--- src/rtl/core/jdc_pkg.sv ---
// Shared constants and helpers for the Julian Date to calendar converter.
// Holds the pipeline depth, the constant-divider reciprocals and the month table.
// No dependencies.
package jdc_pkg;

	// Default day-fraction width and the fixed input widths
	localparam int FRACTION_BITS_DEF = 32;
	localparam int WHOLE_W           = 23;
	localparam int FRAC_PORT_W       = 32;

	// Register stages from input to output, output register included
	localparam int NUM_STAGES = 9;

	// First day number (noon-shifted) that takes the Gregorian correction
	localparam int unsigned GREG_FIRST_J = 2299161;
	// floor(J/36524.25 - 51.12264) = floor((4*(J - GREG_EPOCH_J) - 1) / 146097)
	localparam int unsigned GREG_EPOCH_J = 1867216;

	// Century divider: 146097, dividend below 2^25
	localparam int unsigned DIVA_N = 146097;
	localparam int          DIVA_S = 25;
	localparam int unsigned DIVA_M = (1 << DIVA_S) / DIVA_N;

	// Year divider: floor((4*B - 489) / 1461), dividend below 2^26
	localparam int unsigned B_OFFSET = 1524;
	localparam int unsigned C_BIAS   = 489;
	localparam int unsigned DIVC_N   = 1461;
	localparam int          DIVC_S   = 26;
	localparam int unsigned DIVC_M   = (1 << DIVC_S) / DIVC_N;

	// Month divider: floor(100*x / 3061), x below 2^9
	localparam int unsigned DIVE_N = 3061;
	localparam int unsigned DIVE_K = 100;
	localparam int          DIVE_S = 12;
	localparam int unsigned DIVE_M = (DIVE_K << DIVE_S) / DIVE_N;

	localparam int unsigned YEAR_BASE = 4716;

	// Time of day
	localparam int unsigned SEC_PER_DAY = 86400;
	localparam int unsigned SIXTY       = 60;
	localparam int          DIV60_S     = 17;
	localparam int unsigned DIV60_M     = (1 << DIV60_S) / SIXTY;
	localparam int          DIVH_S      = 11;
	localparam int unsigned DIVH_M      = (1 << DIVH_S) / SIXTY;
	localparam int unsigned HOURS_DAY   = 24;

	// floor(30.61 * e): days ahead of month index e
	function automatic logic [8:0] month_days(input logic [3:0] e);
		logic [8:0] r;
		case (e)
			4'd0:    r = 9'd0;
			4'd1:    r = 9'd30;
			4'd2:    r = 9'd61;
			4'd3:    r = 9'd91;
			4'd4:    r = 9'd122;
			4'd5:    r = 9'd153;
			4'd6:    r = 9'd183;
			4'd7:    r = 9'd214;
			4'd8:    r = 9'd244;
			4'd9:    r = 9'd275;
			4'd10:   r = 9'd306;
			4'd11:   r = 9'd336;
			4'd12:   r = 9'd367;
			4'd13:   r = 9'd397;
			4'd14:   r = 9'd428;
			default: r = 9'd459;
		endcase
		return r;
	endfunction

endpackage

--- src/rtl/core/julian_day_to_calendar_core.sv ---
// Julian Date to calendar date and UTC time, top level with handshake control.
// Instantiates jdc_date_path and jdc_time_path; depends on jdc_pkg.
//
//   channel | direction | handshake           | payload
//   jd      | in        | jd_valid/jd_ready   | jd_whole_days, jd_day_fraction
//   cal     | out       | cal_valid/cal_ready | year, month, day_of_month,
//           |           |                     | hour, minute, second
//
// One item per cycle while no stall holds the output; the depth is set by the date path
// (three reciprocal divides, each a multiply stage plus a correction stage).
// All stages move together on one enable; a stall holds every stage in place.
// jd_ready is low only while a result waits at the output and cal_ready is low.
// Reset clears the stage valid bits only; data registers are not reset.
module julian_day_to_calendar_core import jdc_pkg::*; #(
	parameter int FRACTION_BITS = FRACTION_BITS_DEF
) (
	input  logic                   clk,
	input  logic                   arst_n,
	input  logic                   jd_valid,
	output logic                   jd_ready,
	input  logic [WHOLE_W-1:0]     jd_whole_days,
	input  logic [FRAC_PORT_W-1:0] jd_day_fraction,
	output logic                   cal_valid,
	input  logic                   cal_ready,
	output logic signed [15:0]     year,
	output logic [3:0]             month,
	output logic [4:0]             day_of_month,
	output logic [4:0]             hour,
	output logic [5:0]             minute,
	output logic [5:0]             second
);

	logic                     en;
	logic [NUM_STAGES-1:0]    vld_q;
	logic [FRACTION_BITS-1:0] frac_w;

	// Fraction at the configured width; bits above it are ignored
	assign frac_w = FRACTION_BITS'(jd_day_fraction);

	// Shared stage enable
	assign en        = !vld_q[NUM_STAGES-1] || cal_ready;
	assign jd_ready  = en;
	assign cal_valid = vld_q[NUM_STAGES-1];

	// Valid bits travel with the data
	always_ff @(posedge clk or negedge arst_n) begin
		if (!arst_n) begin
			vld_q <= '0;
		end else if (en) begin
			vld_q <= {vld_q[NUM_STAGES-2:0], jd_valid};
		end
	end

	jdc_date_path u_date (
		.clk          (clk),
		.en           (en),
		.whole_days   (jd_whole_days),
		.upper_half   (frac_w[FRACTION_BITS-1]),
		.year         (year),
		.month        (month),
		.day_of_month (day_of_month)
	);

	jdc_time_path #(
		.FRACTION_BITS (FRACTION_BITS)
	) u_time (
		.clk    (clk),
		.en     (en),
		.frac   (frac_w),
		.hour   (hour),
		.minute (minute),
		.second (second)
	);

	// Delivered month, hour, minute and second are within their calendar ranges and day of month is nonzero
	a_field_range: assert property (@(posedge clk) disable iff (!arst_n)
		cal_valid |-> (month >= 4'd1 && month <= 4'd12 &&
			day_of_month >= 5'd1 && hour <= 5'd23 &&
			minute <= 6'd59 && second <= 6'd59))
		else $error("result field out of range");

	// A stall freezes the stage valid bits
	a_stall_hold: assert property (@(posedge clk) disable iff (!arst_n)
		!en |=> $stable(vld_q))
		else $error("stage valid bits moved during stall");

	// A cycle with no item offered puts a bubble in the first stage
	a_bubble_in: assert property (@(posedge clk) disable iff (!arst_n)
		(jd_ready && !jd_valid) |=> !vld_q[0])
		else $error("first stage valid without an accepted item");

endmodule

--- src/rtl/core/jdc_date_path.sv ---
// Date half of the converter: day number to year, month and day of month.
// Nine register stages advanced by a shared enable. Depends on jdc_pkg.
module jdc_date_path import jdc_pkg::*; (
	input  logic               clk,
	input  logic               en,
	input  logic [WHOLE_W-1:0] whole_days,
	input  logic               upper_half,
	output logic signed [15:0] year,
	output logic [3:0]         month,
	output logic [4:0]         day_of_month
);

	// Stage 1: civil day number, calendar select, century dividend
	logic [23:0] j_c;
	logic        greg_c;
	logic [24:0] xa_c;
	logic [23:0] j_s1;
	logic        greg_s1;
	logic [24:0] xa_s1;

	assign j_c    = 24'(whole_days) + 24'(upper_half);
	assign greg_c = j_c >= 24'(GREG_FIRST_J);
	assign xa_c   = greg_c ? 25'({j_c - 24'(GREG_EPOCH_J), 2'b00} - 26'd1) : '0;

	always_ff @(posedge clk) begin
		if (en) begin
			j_s1    <= j_c;
			greg_s1 <= greg_c;
			xa_s1   <= xa_c;
		end
	end

	// Stage 2: century quotient estimate
	logic [32:0] pa_c;
	logic [23:0] j_s2;
	logic        greg_s2;
	logic [24:0] xa_s2;
	logic [7:0]  qa0_s2;

	assign pa_c = 33'(xa_s1) * 33'(DIVA_M);

	always_ff @(posedge clk) begin
		if (en) begin
			j_s2    <= j_s1;
			greg_s2 <= greg_s1;
			xa_s2   <= xa_s1;
			qa0_s2  <= pa_c[DIVA_S +: 8];
		end
	end

	// Stage 3: estimate is low by at most one
	logic [25:0] ra_c;
	logic [23:0] j_s3;
	logic        greg_s3;
	logic [7:0]  a1_s3;

	assign ra_c = 26'(xa_s2) - 26'(qa0_s2) * 26'(DIVA_N);

	always_ff @(posedge clk) begin
		if (en) begin
			j_s3    <= j_s2;
			greg_s3 <= greg_s2;
			a1_s3   <= (ra_c >= 26'(DIVA_N)) ? qa0_s2 + 8'd1 : qa0_s2;
		end
	end

	// Stage 4: Gregorian correction, B and the year dividend
	logic [23:0] a_c;
	logic [23:0] b_c;
	logic [25:0] xc_c;
	logic [23:0] b_s4;
	logic [25:0] xc_s4;

	assign a_c  = greg_s3 ? j_s3 + 24'd1 + 24'(a1_s3) - 24'(a1_s3[7:2]) : j_s3;
	assign b_c  = a_c + 24'(B_OFFSET);
	assign xc_c = {b_c, 2'b00} - 26'(C_BIAS);

	always_ff @(posedge clk) begin
		if (en) begin
			b_s4  <= b_c;
			xc_s4 <= xc_c;
		end
	end

	// Stage 5: year quotient estimate
	logic [41:0] pc_c;
	logic [23:0] b_s5;
	logic [25:0] xc_s5;
	logic [14:0] qc0_s5;

	assign pc_c = 42'(xc_s4) * 42'(DIVC_M);

	always_ff @(posedge clk) begin
		if (en) begin
			b_s5   <= b_s4;
			xc_s5  <= xc_s4;
			qc0_s5 <= pc_c[DIVC_S +: 15];
		end
	end

	// Stage 6: correct C
	logic [25:0] rc_c;
	logic [23:0] b_s6;
	logic [14:0] c_s6;

	assign rc_c = xc_s5 - 26'(qc0_s5) * 26'(DIVC_N);

	always_ff @(posedge clk) begin
		if (en) begin
			b_s6 <= b_s5;
			c_s6 <= (rc_c >= 26'(DIVC_N)) ? qc0_s5 + 15'd1 : qc0_s5;
		end
	end

	// Stage 7: D = floor(365.25 C), days left in the shifted year
	logic [25:0] d4_c;
	logic [23:0] bd_c;
	logic [14:0] c_s7;
	logic [8:0]  bd_s7;

	assign d4_c = 26'(c_s6) * 26'(DIVC_N);
	assign bd_c = b_s6 - d4_c[25:2];

	always_ff @(posedge clk) begin
		if (en) begin
			c_s7  <= c_s6;
			bd_s7 <= bd_c[8:0];
		end
	end

	// Stage 8: month index estimate
	logic [15:0] pe_c;
	logic [14:0] c_s8;
	logic [8:0]  bd_s8;
	logic [3:0]  qe0_s8;

	assign pe_c = 16'(bd_s7) * 16'(DIVE_M);

	always_ff @(posedge clk) begin
		if (en) begin
			c_s8   <= c_s7;
			bd_s8  <= bd_s7;
			qe0_s8 <= pe_c[DIVE_S +: 4];
		end
	end

	// Stage 9: correct E, then day, month and year
	logic [15:0] re_c;
	logic [3:0]  e_c;
	logic [8:0]  day_c;
	logic [3:0]  mon_c;
	logic [15:0] yr_c;
	logic signed [15:0] year_s9;
	logic [3:0]  month_s9;
	logic [4:0]  day_s9;

	assign re_c  = 16'(bd_s8) * 16'(DIVE_K) - 16'(qe0_s8) * 16'(DIVE_N);
	assign e_c   = (re_c >= 16'(DIVE_N)) ? qe0_s8 + 4'd1 : qe0_s8;
	assign day_c = bd_s8 - month_days(e_c);
	assign mon_c = (e_c >= 4'd14) ? e_c - 4'd13 : e_c - 4'd1;
	assign yr_c  = 16'(c_s8) - 16'(YEAR_BASE) + 16'(mon_c < 4'd3);

	always_ff @(posedge clk) begin
		if (en) begin
			year_s9  <= signed'(yr_c);
			month_s9 <= mon_c;
			day_s9   <= day_c[4:0];
		end
	end

	assign year         = year_s9;
	assign month        = month_s9;
	assign day_of_month = day_s9;

endmodule

--- src/rtl/core/jdc_time_path.sv ---
// Time half of the converter: day fraction to hour, minute and rounded second.
// Nine register stages advanced by a shared enable. Depends on jdc_pkg.
module jdc_time_path import jdc_pkg::*; #(
	parameter int FRACTION_BITS = FRACTION_BITS_DEF
) (
	input  logic                     clk,
	input  logic                     en,
	input  logic [FRACTION_BITS-1:0] frac,
	output logic [4:0]               hour,
	output logic [5:0]               minute,
	output logic [5:0]               second
);

	localparam int PW = FRACTION_BITS + 17;
	localparam logic [PW-1:0] HALF = PW'(1) << (FRACTION_BITS - 1);

	// Stage 1: shift by half a day (toggle the top fraction bit)
	logic [FRACTION_BITS-1:0] g_s1;

	always_ff @(posedge clk) begin
		if (en) begin
			g_s1 <= {~frac[FRACTION_BITS-1], frac[FRACTION_BITS-2:0]};
		end
	end

	// Stage 2: scale to seconds
	logic [PW-1:0] prod_s2;

	always_ff @(posedge clk) begin
		if (en) begin
			prod_s2 <= PW'(g_s1) * PW'(SEC_PER_DAY);
		end
	end

	// Stage 3: round to whole seconds of day
	logic [PW-1:0] rsum_c;
	logic [16:0]   total_s3;

	assign rsum_c = prod_s2 + HALF;

	always_ff @(posedge clk) begin
		if (en) begin
			total_s3 <= rsum_c[FRACTION_BITS +: 17];
		end
	end

	// Stage 4: minute count estimate
	logic [28:0] p60_c;
	logic [16:0] total_s4;
	logic [10:0] qm0_s4;

	assign p60_c = 29'(total_s3) * 29'(DIV60_M);

	always_ff @(posedge clk) begin
		if (en) begin
			total_s4 <= total_s3;
			qm0_s4   <= p60_c[DIV60_S +: 11];
		end
	end

	// Stage 5: correct minutes of day, seconds remain
	logic [16:0] rs_c;
	logic        rs_over;
	logic [10:0] qm_s5;
	logic [5:0]  sec_s5;

	assign rs_c    = total_s4 - 17'(qm0_s4) * 17'(SIXTY);
	assign rs_over = rs_c >= 17'(SIXTY);

	always_ff @(posedge clk) begin
		if (en) begin
			qm_s5  <= rs_over ? qm0_s4 + 11'd1 : qm0_s4;
			sec_s5 <= rs_over ? 6'(rs_c - 17'(SIXTY)) : rs_c[5:0];
		end
	end

	// Stage 6: hour estimate
	logic [16:0] ph_c;
	logic [10:0] qm_s6;
	logic [4:0]  qh0_s6;
	logic [5:0]  sec_s6;

	assign ph_c = 17'(qm_s5) * 17'(DIVH_M);

	always_ff @(posedge clk) begin
		if (en) begin
			qm_s6  <= qm_s5;
			qh0_s6 <= ph_c[DIVH_S +: 5];
			sec_s6 <= sec_s5;
		end
	end

	// Stage 7: correct hour, minutes remain, hour 24 wraps
	logic [10:0] rm_c;
	logic        rm_over;
	logic [4:0]  h_c;
	logic [4:0]  hour_s7;
	logic [5:0]  min_s7;
	logic [5:0]  sec_s7;

	assign rm_c    = qm_s6 - 11'(qh0_s6) * 11'(SIXTY);
	assign rm_over = rm_c >= 11'(SIXTY);
	assign h_c     = rm_over ? qh0_s6 + 5'd1 : qh0_s6;

	always_ff @(posedge clk) begin
		if (en) begin
			hour_s7 <= (h_c >= 5'(HOURS_DAY)) ? h_c - 5'(HOURS_DAY) : h_c;
			min_s7  <= rm_over ? 6'(rm_c - 11'(SIXTY)) : rm_c[5:0];
			sec_s7  <= sec_s6;
		end
	end

	// Stages 8 and 9: align with the date path
	logic [4:0] hour_s8, hour_s9;
	logic [5:0] min_s8, min_s9;
	logic [5:0] sec_s8, sec_s9;

	always_ff @(posedge clk) begin
		if (en) begin
			hour_s8 <= hour_s7;
			min_s8  <= min_s7;
			sec_s8  <= sec_s7;
			hour_s9 <= hour_s8;
			min_s9  <= min_s8;
			sec_s9  <= sec_s8;
		end
	end

	assign hour   = hour_s9;
	assign minute = min_s9;
	assign second = sec_s9;

endmodule
--- config.mk ---
export PLATFORM = sky130hd
export DESIGN_NAME = julian_day_to_calendar_core
export DESIGN_NICKNAME = d
export VERILOG_FILES = /design/src/rtl/core/jdc_pkg.sv /design/src/rtl/core/julian_day_to_calendar_core.sv /design/src/rtl/core/jdc_date_path.sv /design/src/rtl/core/jdc_time_path.sv
export SDC_FILE = /design/constraint.sdc
export NUM_CORES = 2
export LEC_CHECK = 0
export BUFFER_PORTS_ARGS = -buffer_cell sky130_fd_sc_hd__buf_2
export CORE_UTILIZATION = 35
export CTS_BUF_LIST = sky130_fd_sc_hd__clkbuf_4 sky130_fd_sc_hd__clkbuf_8
export DETAILED_ROUTE_END_ITERATION = 8
export HOLD_SLACK_MARGIN = 0.06
export PLACE_DENSITY = 0.57
export SYNTH_ARGS = -nofsm -noshare
export SYNTH_HDL_FRONTEND = slang
export SYNTH_SLANG_ARGS = --single-unit
--- constraint.sdc ---
create_clock -name clk -period 21.9 [get_ports clk]
set_input_delay 0 -clock clk [delete_from_list [all_inputs] [get_ports clk]]
set_output_delay 0 -clock clk [all_outputs]
set_load 0.02 [all_outputs]
# ---- Yosys cells after proc, flatten, opt, wreduce, memory -nomap -nowiden
# Memory sizes are Yosys's and may differ from the RTL's.
# Cells that the tools add are included.
dict set report totals {
  regBits 545
  mem_bits_ro 144
  input_bits 59
  out_inout_bits 44
  n_memories 1
}
# name depth width read_ports rd_clocked_by_memory_dff write_ports line
set memory_table {}
lappend memory_table {{(no name shown)} 16 9 1 0 0 jdc_pkg.sv:51} ;# case (e)
dict set report op_classes {
  n_addsub 28
  multipliers 13
  order_cmp 9
  n_mux 10
  n_bitwise 1
  reduce_logical 2
}
# operator count
set ops {}
lappend ops {{adder 49 x 32 -> 49 bit, second input constant} 1}
lappend ops {{multiplier 32 x 10 -> 42 bit, second input constant} 1}
lappend ops {{multiplier 26 x 16 -> 41 bit, second input constant} 1}
lappend ops {{multiplier 25 x 8 -> 33 bit, second input constant} 1}
lappend ops {{greater-or-equal comparator 26 x 11 -> 1 bit, second input constant} 1}
lappend ops {{greater-or-equal comparator 26 x 18 -> 1 bit, second input constant} 1}
lappend ops {{multiplier 15 x 11 -> 26 bit, second input constant} 1}
lappend ops {{multiplier 8 x 18 -> 26 bit, second input constant} 1}
lappend ops {{subtractor 25 x 26 -> 26 bit} 1}
lappend ops {{subtractor 26 bit} 1}
lappend ops {{subtractor 26 x 9 -> 26 bit, second input constant} 1}
lappend ops {{multiplier 17 x 9 -> 25 bit, second input constant} 1}
lappend ops {{subtractor 25 x 1 -> 25 bit, second input constant} 1}
lappend ops {{adder 23 x 1 -> 24 bit} 1}
lappend ops {{adder 24 x 1 -> 24 bit, second input constant} 1}
lappend ops {{adder 24 x 11 -> 24 bit, second input constant} 1}
lappend ops {{adder 24 x 8 -> 24 bit} 1}
lappend ops {{greater-or-equal comparator 24 x 22 -> 1 bit, second input constant} 1}
lappend ops {{two-way mux 24 bit} 1}
lappend ops {{subtractor 24 x 6 -> 24 bit} 1}
lappend ops {{subtractor 23 x 21 -> 23 bit, second input constant} 1}
lappend ops {{greater-or-equal comparator 17 x 6 -> 1 bit, second input constant} 1}
lappend ops {{subtractor 17 bit} 1}
lappend ops {{adder 16 x 1 -> 16 bit} 1}
lappend ops {{35 further kinds} 39}

# ---- Depth between registers and ports, before layout
dict set report logic_depth {
  ltp_word 8
  depth_mapped 38
}

# ---- By module
# From an unflattened synthesis, not the netlist that was laid out.
dict set report unflattened {
  hier_cells 4778
  hier_area_um2 52337.7
}
# mod n_inst cells_each area_per_inst_um2 seq_area_each_um2
set by_module_without_submodules {}
lappend by_module_without_submodules {jdc_date_path 1 3362 36386.1 9639.2}
lappend by_module_without_submodules {jdc_time_path 1 1396 15574.9 5555.3}
lappend by_module_without_submodules {julian_day_to_calendar_core 1 20 376.6 225.2}

# ---- Least setup slack after synthesis
# OpenSTA, ideal clock, no wires.
dict set report synth_path {
  kind {register -> register}
  from {reg vld_q[8]}
  to {reg vld_q[0]}
  setup_time_ns 0.144
  t_arrival_ns 16.525
  t_required_ns 21.756
  setup_slack_ns 5.231
  path_stages_with_launch 4
  path_buffers 1
  synth_period_minus_slack_ns 16.669
  cell_sequence {dfrtp_1 -> nand2b_1 -> clkbuf_1 -> mux2_2}
}
dict set report synth_via {
  elab_chain_len 2
}
# element line
set synth_lines {}
lappend synth_lines {{from (decl)} julian_day_to_calendar_core.sv:34} ;# logic [NUM_STAGES-1:0] vld_q;
lappend synth_lines {{from (signal assigned)} julian_day_to_calendar_core.sv:50} ;# vld_q <= {vld_q[NUM_STAGES-2:0], jd_valid};
lappend synth_lines {{zero test 1 bit} julian_day_to_calendar_core.sv:41} ;# assign en = !vld_q[NUM_STAGES-1] || cal_ready;
lappend synth_lines {{logical OR 1 bit} julian_day_to_calendar_core.sv:41}
lappend synth_lines {{named net jd_ready} julian_day_to_calendar_core.sv:20} ;# output logic jd_ready,
# The timed path passes the listed nets, and every way through them passes these cells.
# A chain may end at the register's enable or synchronous reset.

# ---- Worst setup path after layout
dict set report layout_path {
  from {reg u_date.bd_s8[1]}
  to {reg u_date.year_s9[14] (netlist: u_date.year[14]), data pin}
}
dict set report layout_via {
  elab_chain_len 8
}
# element line
set layout_lines {}
lappend layout_lines {{from (decl)} jdc_date_path.sv:134} ;# logic [8:0] bd_s8;
lappend layout_lines {{from (signal assigned)} jdc_date_path.sv:142} ;# bd_s8 <= bd_s7;
lappend layout_lines {{multiplier 9 x 5 -> 14 bit *} jdc_date_path.sv:157} ;# assign re_c = 16'(bd_s8) * 16'(DIVE_K) - 16'(qe0_s8) * 16'(DIVE_N);
lappend layout_lines {{subtractor 16 bit *} jdc_date_path.sv:157}
lappend layout_lines {{greater-or-equal comparator 16 x 12 -> 1 bit *} jdc_date_path.sv:158} ;# assign e_c = (re_c >= 16'(DIVE_N)) ? qe0_s8 + 4'd1 : qe0_s8;
lappend layout_lines {{two-way mux 4 bit *} jdc_date_path.sv:158}
lappend layout_lines {{subtractor 4 x 1 -> 4 bit, or another cell as far along} jdc_date_path.sv:160} ;# assign mon_c = (e_c >= 4'd14) ? e_c - 4'd13 : e_c - 4'd1;
lappend layout_lines {{two-way mux 4 bit *} jdc_date_path.sv:160}
lappend layout_lines {{< comparator 4 x 2 -> 1 bit *} jdc_date_path.sv:161} ;# assign yr_c = 16'(c_s8) - 16'(YEAR_BASE) + 16'(mon_c < 4'd3);
lappend layout_lines {{adder 16 x 1 -> 16 bit *} jdc_date_path.sv:161}
lappend layout_lines {{named net u_date.yr_c[14]} jdc_date_path.sv:152} ;# logic [15:0] yr_c;
lappend layout_lines {{to (signal assigned)} jdc_date_path.sv:165} ;# year_s9 <= signed'(yr_c);
lappend layout_lines {{to (decl)} jdc_date_path.sv:153} ;# logic signed [15:0] year_s9;
# Mark *: on every way through the listed nets, which the timed path passes. The rest lies on a longest branch.

==> flow_metrics.py <==
metrics = {
    "synthesis": {
        "ys.flop_type": "sky130_fd_sc_hd__edfxtp_1",
        "synth_edf_count": 506,
        "ys_types": 115,
        "synthesis.yosys.warnings": 0,
        "yosys.cell_count.top_type": "sky130_fd_sc_hd__inv_1",
        "synth_seq_cells": 515,
        "synth_seq_area_share_pct": 29.47,
        "synthArstFlopShare_pct": 1.748,
        "synthTopCellsByCount": "1,083 x sky130_fd_sc_hd__inv_1, 849 x sky130_fd_sc_hd__ha_1, 523 x sky130_fd_sc_hd__fa_1, 506 x sky130_fd_sc_hd__edfxtp_1, 208 x sky130_fd_sc_hd__xnor2_1",
        "synthesis.area_per_instance_um2": 11.03,
        "synthCells": 4744,
        "netlist_top_cells_area": "sky130_fd_sc_hd__edfxtp_1 29%, sky130_fd_sc_hd__ha_1 20%, sky130_fd_sc_hd__fa_1 20%",
        "synth_nets": 6175,
        "post-synth-top-area-fraction_pct": 29.04,
        "syn_area_um2": 52330,
        "netlist.top_cell.by_area": "sky130_fd_sc_hd__edfxtp_1",
    },
    "worst_setup_path": {
        "cp.arrival_ps": 9580,
        "criticalPathCategory": "reg -> reg",
        "worst_path_dominant_cell_family": "adder cells",
        "crit_buf_inv": 3,
        "crit_path_end_kind": "flop",
        "cpMostUsedCell": "sky130_fd_sc_hd__ha_1",
        "crit_slowest_cell": "sky130_fd_sc_hd__xnor2_1",
        "timing.critical_path.required_ps": 22400,
        "cp-start-kind": "flop",
        "crit_fanout": 11,
        "crit_path_max_incr_delay_ps": 820,
    },
    "global_routing": {
        "total_congestion_overflow_after_global_routing": 0,
        "grt_util_all_layers_pct": 14.03,
        "first_pass_grt_wire_length_um": 173000,
        "grt_pass1_vias": 34240,
        "largest_net_degree_at_the_start_of_global_routing": 86,
        "number_of_antenna_violations_at_the_first_check_in_global_routing": 4,
    },
    "cts": {
        "htree_num_levels": 3,
        "clk-insertion-delay-late_ps": 810,
        "cts_buffers": 94,
        "cts_resized": 0,
        "cts.reportedPaths.clkPinSlew_ps": 70,
        "cts-root-to-sink-buffers": 3,
        "tritoncts_clock_tree": "yes",
        "cts_num_sinks": 515,
        "cts.root.buffer_cell": "sky130_fd_sc_hd__clkbuf_8",
    },
    "place": {
        "numPortBuffers": 102,
        "globalplace.congestion": 0.8527,
        "postPlaceCellArea_um2": 55170,
        "numPlacedInstances": 6753,
        "dpl.hpwl_um": 85000,
    },
    "die": {
        "core_um2": 148000,
        "initial_core_util_pct": 35.35,
        "dieWidth_um": 388.7,
        "fp.dieH_um": 388.7,
        "fp.dieArea_um2": 151100,
        "floorplan.io_pins": 103,
        "number_of_rows_created_at_floorplan": 141,
    },
    "route": {
        "drtPass1Iterations": 6,
        "dr_total_vias": 33050,
        "avgRoutedWirePerCell_um": 14.69,
        "route.detailed.drc": 0,
        "via_per_inst": 4.696,
        "final_antenna_net_count": 0,
        "drt_wl_total_um": 103400,
        "drt-initial-drc-count": 1311,
    },
    "sta": {
        "clock_skew_ps": 62.65,
        "fin_crit_ps": 9082,
        "worst_slew_pin_slew_ps": 1046,
        "drv_slew": 0,
        "fin_crit_sh_pct": 41.47,
        "max-slew-margin-rel_pct": 30.25,
        "clock.fmax_mhz": 110.1,
        "setup-violations-final": 0,
        "unrepaired_setup_endpoints_after_global_routing": "no",
        "hold-worst-slack_ps": 186.3,
        "setup_tns_ps": 0,
        "hold_viol_final": 0,
    },
    "flow_run": {
        "max_cap_viol_count": 0,
    },
    "final_layout": {
        "final_layout_fill_cell_count": 14270,
        "design_area_um2": 58290,
        "layout-area-overhead-vs-synth_pct": 11.39,
        "finalNetCount": 6461,
        "area.sequential_um2": 15420,
        "layout_cell_share_with_drive_strength_beyond_1_pct": 6.993,
        "multi_input_area_um2": 32670,
        "fin_cells": 7037,
    },
    "status": {
        "outcome": "complete, no violations",
    },
    "hold_path": {
        "worstHoldPathType": "in -> async",
    },
}
per-layer routing:
layer  wire length [µm]  GRT usage (%)  up-vias  share of wire [%]
li1                   -              -    16560                  -
met1              50200          19.21    15920                 49
met2              47380          23.02      430                 46
met3               3556          2.174      134                3.4
met4               2192          3.694        2                2.1
met5                 13              0        -              0.013
worst paths after layout:
path	start	endpoint	slack, ps	depth (start not counted)
hold reg to reg	u_date.j_s2[12]	u_date.j_s3[12]	390	0
setup / recovery	u_date.bd_s8[1]	u_date.year[14]	12820	34
hold / removal	arst_n	vld_q[3]	190	3
setup reg to reg	u_date.bd_s8[1]	u_date.year[14]	12820	34
max in group asynchronous	arst_n	vld_q[7]	21420	3
min in group clk	jd_day_fraction[31]	u_date.j_s1[0]	240	3
what timing repair did:
action	CTS	global route
buffers inserted	0	0
hold buffers	111	0
hold endpoints to repair	122	0
cell type report:
class | instances | share of cell area (%)
diodes | 2 | 0.008586
multi-input cells | 3109 | 56.04
clock buffers | 113 | 2.464
repair buffers | 225 | 2.937
clock inverters | 58 | 0.9660
well taps | 1930 | 4.143
inverters | 1085 | 6.987
flip-flops and latches | 515 | 26.45
worst register-to-register path: cells and delay by family, from the launching register on:
kind | cells | cell delay (ps)
adder cells (fa/ha/maj) | 9 | 2910
AO/OA/AOI/OAI | 11 | 2200
AND/OR/NAND/NOR | 7 | 1700
XOR/XNOR | 4 | 1310
flip-flops | 1 | 510
buffers and inverters | 3 | 180
flip-flops by register name (all words and copies together) (netlist names), 17 cells and up:
signal	count
u_time.g_s1	32
u_date.j_s1	24
u_date.j_s2	24
u_date.j_s3	24
u_date.xa_s1	24
u_date.xa_s2	24
u_date.xc_s4	24
u_date.xc_s5	24
u_time.prod_s2	18
u_time.total_s3	17
u_time.total_s4	17
per-stage QoR:
step / setup slack [ps] / utilization [%]
2_1_floorplan: 5231 / -
3_3_place_gp: 13090 / 37.28
3_5_place_dp: 12870 / 37.28
4_1_cts: 12790 / 39.38
5_1_grt: 12100 / 39.38
6_report: 12820 / 39.38
placed cells by master, fill, tap and decap left out, drive strengths merged, types with 25 or more instances in the layout:
master       count
mux2i           29
nor4            25
nand2          142
nor2           176
clkinv          46
nand3           76
xnor2          209
o21a            51
a21oi          152
inv           1088
fa             523
ha             849
a21o            72
xor2           106
o21ai          105
edfxtp         506
o211ai          25
nand4           34
nor3            72
dlygate4sd3    111
nor2b           34
nand2b          44
a31oi           26
clkbuf         113
buf            114
and3            25
cells by family (layout without fill, tap and decap cells):
logic type | Yosys count | after routing | share of synthesized area (%)
buffers and inverters | 1120 | 1481 | 8.134
other | 0 | 2 | 0
DFF | 515 | 515 | 29.47
AOI/OAI and AO/OA | 627 | 627 | 8.283
xor gates and xnor gates | 317 | 317 | 5.377
adders and majority gates | 1372 | 1372 | 40.31
and+or+nand+nor | 747 | 747 | 7.510
muxes | 46 | 46 | 0.9205
Power is not shown: default switching activity piles up to over one toggle a cycle in this logic, so the estimate is an artifact.
